**src/positional_list_store_defines.svh**
```systemverilog
// Assertion macros shared by the positional list store RTL.
// Used by the top level; no other dependencies.
`ifndef POSITIONAL_LIST_STORE_DEFINES_SVH
`define POSITIONAL_LIST_STORE_DEFINES_SVH

`ifndef SYNTH
`define PLS_ASSERT(label, clk, rst, prop, msg) \
   label: assert property (@(posedge clk) disable iff (rst) prop) else $error(msg);
`define PLS_ASSERT_NEXT(label, clk, rst, ante, cons, msg) \
   label: assert property (@(posedge clk) disable iff (rst) (ante) |=> (cons)) else $error(msg);
`else
`define PLS_ASSERT(label, clk, rst, prop, msg)
`define PLS_ASSERT_NEXT(label, clk, rst, ante, cons, msg)
`endif

`endif

```
**src/pls_pkg.sv**
```systemverilog
// Package for the positional list store: field widths, op and status codes,
// and the control struct sent to the cell row. No dependencies.
`timescale 1ns / 1ps

package pls_pkg;

   localparam int CAPACITY_DEF = 16;

   localparam int FUNC_W   = 2;
   localparam int POS_W    = 5;
   localparam int VALUE_W  = 32;
   localparam int STATUS_W = 2;
   localparam int LEN_W    = 5;

   typedef enum logic [FUNC_W-1:0] {
      FUNC_INSERT = 2'd0,
      FUNC_READ   = 2'd1,
      FUNC_REMOVE = 2'd2,
      FUNC_CLEAR  = 2'd3
   } func_type;

   typedef enum logic [STATUS_W-1:0] {
      ST_OK     = 2'd0,
      ST_BADPOS = 2'd1,
      ST_FULL   = 2'd2
   } status_type;

   typedef logic signed [VALUE_W-1:0] value_type;

   // per-cycle command to every cell
   typedef struct packed {
      logic ins;
      logic rem;
   } cell_ctl_type;

endpackage

```
**src/pls_cell.sv**
```systemverilog
// One list slot of the cell row: holds one entry and, on insert, takes the request value
// at its own slot or its left neighbor's data, or its right neighbor's on remove. Depends on pls_pkg.
`timescale 1ns / 1ps

module pls_cell import pls_pkg::*; #(
   parameter int INDEX = 0,
   parameter int PW    = 6
) (
   input  logic          clock,
   input  cell_ctl_type  ctl,
   input  logic [PW-1:0] slot,
   input  value_type     value,
   input  value_type     left_q,
   input  value_type     right_q,
   output value_type     q
);

   localparam logic [PW-1:0] MY_SLOT = PW'(INDEX);

   value_type data_ff;
   value_type data_in;

   always_comb begin
      data_in = data_ff;
      if (ctl.ins) begin
         if (slot == MY_SLOT) begin
            data_in = value;
         end else if (slot < MY_SLOT) begin
            data_in = left_q;
         end
      end else if (ctl.rem) begin
         if (slot <= MY_SLOT) begin
            data_in = right_q;
         end
      end
   end

   always_ff @(posedge clock) begin
      data_ff <= data_in;
   end

   assign q = data_ff;

endmodule

```
**config.mk**
```make
export PLATFORM = sky130hd
export DESIGN_NAME = pls_cell
export DESIGN_NICKNAME = d
export VERILOG_FILES = /design/src/positional_list_store_defines.svh /design/src/pls_pkg.sv /design/src/pls_cell.sv
export SDC_FILE = /design/constraint.sdc
export NUM_CORES = 1
export LEC_CHECK = 0
export CAP_MARGIN = 15
export CORE_AREA = 2 2 53 55
export DETAILED_ROUTE_END_ITERATION = 8
export DIE_AREA = 0 0 55 57
export DONT_BUFFER_PORTS = 1
export GPL_ROUTABILITY_DRIVEN = 0
export PLACE_DENSITY = 0.78
export SYNTH_ARGS = -nofsm -noshare
export SYNTH_HDL_FRONTEND = slang
export SYNTH_SLANG_ARGS = --single-unit
export TNS_END_PERCENT = 20
```
**constraint.sdc**
```tcl
create_clock -name clock -period 7.85 [get_ports clock]
set_input_delay 0.3925 -clock clock [delete_from_list [all_inputs] [get_ports clock]]
set_output_delay 0.3925 -clock clock [all_outputs]
set_load 0.05 [all_outputs]
```
# After elaboration in Yosys (flattened, before gate mapping)
# Index checks and enable logic that the tools add are counted.
[classes] n_lt_le_gt_ge=2 eq_ne=1 n_mux=5 reduce_logical=4
[op_table] op="$mux 32" count=5
[op_table] op="$le 6x1->1 const B" count=1
[op_table] op="$logic_not 6->1" count=1
[op_table] op="$lt 6x1->1 const B" count=1
[op_table] op="$reduce_bool 2->1" count=2
[op_table] op="$ne 3x1->1 const B" count=1
[op_table] op="$reduce_and 3->1" count=1
[totals] regBits=32 input_bits=105

# Logic depth before layout (Yosys ltp)
[logic_depth] word_depth=4 mapped_depth=4 mapped_depth_nobuf=2

# Worst setup path after synthesis
# Ideal clock, no wire load.
[synth_timing] path_type="in2reg" from="input slot[0]" to="register data_ff[0] (netlist: q[0]) (enable)" arrival_ns=2.691 t_required_ns=7.408 path_slack_ns=4.717 path_stages=2 path_buffers=0 path_cell_list="or4_4 -> nor4_2"
[synth_between] elab_chain_cells=3 word_cells_on_any_way=6
[synth_rtl] element="start: declaration" line="pls_cell.sv:11" rtl="input logic [PW-1:0] slot,"
[synth_rtl] element="$lt 6x1->1, or another cell as far along" line="pls_cell.sv:28" rtl="end else if (slot < MY_SLOT) begin"
[synth_rtl] element="$ne 3x1->1 (no line) or $reduce_bool 2->1 (tied branches)"
[synth_rtl] element="$reduce_and 3->1 (no line) *"
[synth_rtl] element="end signal: assignment" line="pls_cell.sv:39" rtl="data_ff <= data_in;"
[synth_rtl] element="end: declaration" line="pls_cell.sv:20" rtl="value_type data_ff;"
# Mark *: on every way between the ends. The rest lies on a longest branch, timed or not.
# A chain may end at the register's enable or synchronous reset.

# Final worst setup path
[layout_timing] from="input slot[0]" to="register data_ff[22] (netlist: q[22]) (enable)"
# Same word-level chain as after synthesis.

==> out/results.tsv <==
metric	value	unit
path_cells	or4_4, nor4_4, buf_4	
powerDensity	224	mW/mm²
arrival	1.47	ns
vias	654	
worst_setup_path_start_kind	input pin	
synth_area	0.00138	mm²
grt_max_degree	34	
slew_viol_final	0	
ant_nets	0	
die_area	0.00314	mm²
critPathKind	input pin to flop	
fmax	668	MHz
path_clk_slew	0.10	ns
placed_cells	99	
power.internal	0.269	mW
finish.utilization	56.6	%
drc	0	
routedWlPerCell	21.5	µm
p_switching	0.0621	mW
grt_antenna_before_repair	0	
total_power	0.332	mW
clockBufferDepth	2	
num_rows	19	
grtUsageTotal	15.3	%
cp_max_fo	32	
htreeDepth	2	
synth_top_area_share	69.8	%
drt-initial-drc-count	17	
first_global_vias	663	
grt_overflow	0	
ys_warn_count	0	
status	finished, final reports clean	
synth_largest_area_cell	edfxtp_1	
crit_required	7.83	ns
hp-class	input pin to flop	
slowest_delay	0.53	ns
stdcell_count	107	
antenna_cells	0	
hold_buffers	0	
avgSynthCellArea	19.4	µm²
fillerInstances	226	
setup_tns	0	ns
synthCells	71	
rsz0062_at_grt	no	
hold_viol	0	
drv_cap	0	
syn2layout_area_growth	7.55	%
clkSinkCount	32	
cp-end-kind	flop	
grt_pass1_wl	3180	µm
postCtsSetupBuffers	0	
syn_nets	176	
p_comb_share	4.8	%
slew_headroom	67.1	%
ys_ff_latch	32	
start_util	52.6	%
leakage	0.468	nW
die_x	55	µm
period_share	19.1	%
cts-root-buf	clkbuf_4	
via_per_inst	6.11	
die_h	57	µm
crit_slowest_cell	or4_4	
port_buffers	0	
synthTopCellsByArea	edfxtp_1, mux2_2, mux2_1	
period_minus_slack	1.50	ns
vdd_drop_max	0.169	mV
synth.distinct_cells	8	
largest_reg_flops	32	
tritoncts	done	
drive_above_1_share	48.7	%
cts-resized-gates	0	
switching_share	18.7	%
setup_violations	0	
ios	137	
wirelength	2300	µm
drt_first_pass_iters	3	
register_area	961	µm²
worst_pin_slew	0.495	ns
ys_seq_area_share	69.8	%
nets	180	
fp.coreArea	0.00262	mm²
multiInputGateArea	397	µm²
power_frac_clock	35.8	%
seq_power_share	59.4	%
numCtsBuffers	5	
==> power by group through the flow <==
stage               combinational, mW  sequential [mW]  clock [mW]
floorplan                      0.0173            0.201           0
global placement               0.0151            0.201           0
detailed placement             0.0161            0.201           0
CTS                            0.0163            0.197       0.122
global route                   0.0173            0.197       0.133
finish                         0.0160            0.197       0.119
==> Yosys cell counts <==
library cell / n
buf_4: 3
mux2_1: 5
nor2_1: 1
nor4_2: 1
edfxtp_1: 32
buf_2: 1
or4_4: 1
mux2_2: 27
==> cell families (layout without fill, tap and decap cells) <==
| group | Yosys count | in the layout | share of synthesized area (%) |
|---|---|---|---|
| flip-flops | 32 | 32 | 69.8 |
| AND/OR/NAND/NOR | 3 | 3 | 2.00 |
| multiplexers | 32 | 32 | 26.2 |
| buffers and inverters | 4 | 9 | 2.00 |
==> layout make-up <==
| type | count | area share, % |
|---|---|---|
| flip-flops and latches | 32 | 64.9 |
| multi-input cells | 35 | 26.8 |
| clock buffers | 6 | 2.79 |
| well taps | 31 | 2.62 |
| clock inverters | 2 | 2.37 |
| repair buffers | 1 | 0.507 |
==> per-stage QoR <==
step                hold WS [ns]  cell area, µm²  setup WS (ns)
floorplan                  0.593            1380           4.72
global placement           0.596            1400           6.05
detailed placement         0.600            1400           6.03
CTS                        0.260            1480           6.37
global route               0.241            1480           6.31
finish                     0.270            1480           6.35
==> critical path: cells and delay by family <==
kind / cells / cell delay (ns)
simple gates: 2 / 0.67
buf+inv: 1 / 0.40
==> layout by cell type, fill, tap and decap left out <==
cell type,n
clkbuf_1,1
mux2_2,27
bufinv_16,1
nor4_4,1
buf_4,1
nor2_1,1
mux2_1,5
or4_4,1
clkinv_2,1
edfxtp_1,32
clkbuf_4,5
==> worst paths after layout <==
kind                        start         endpoint  slack (ns)  depth (start not counted)
worst min-delay path  right_q[30]  q[30]$_DFFE_PP_        0.27                          1
worst max-delay path      slot[0]  q[22]$_DFFE_PP_        6.35                          3
==> layer usage <==
metal	up-vias	global-route usage [%]	part of all wire [%]
met1	302	14.9	34
met4	0	9.41	1.7
li1	289	-	-
met2	58	25.7	55
met3	5	6.54	9.4
met5	-	0	0
No activity file was read; power rests on OpenSTA's default activity.
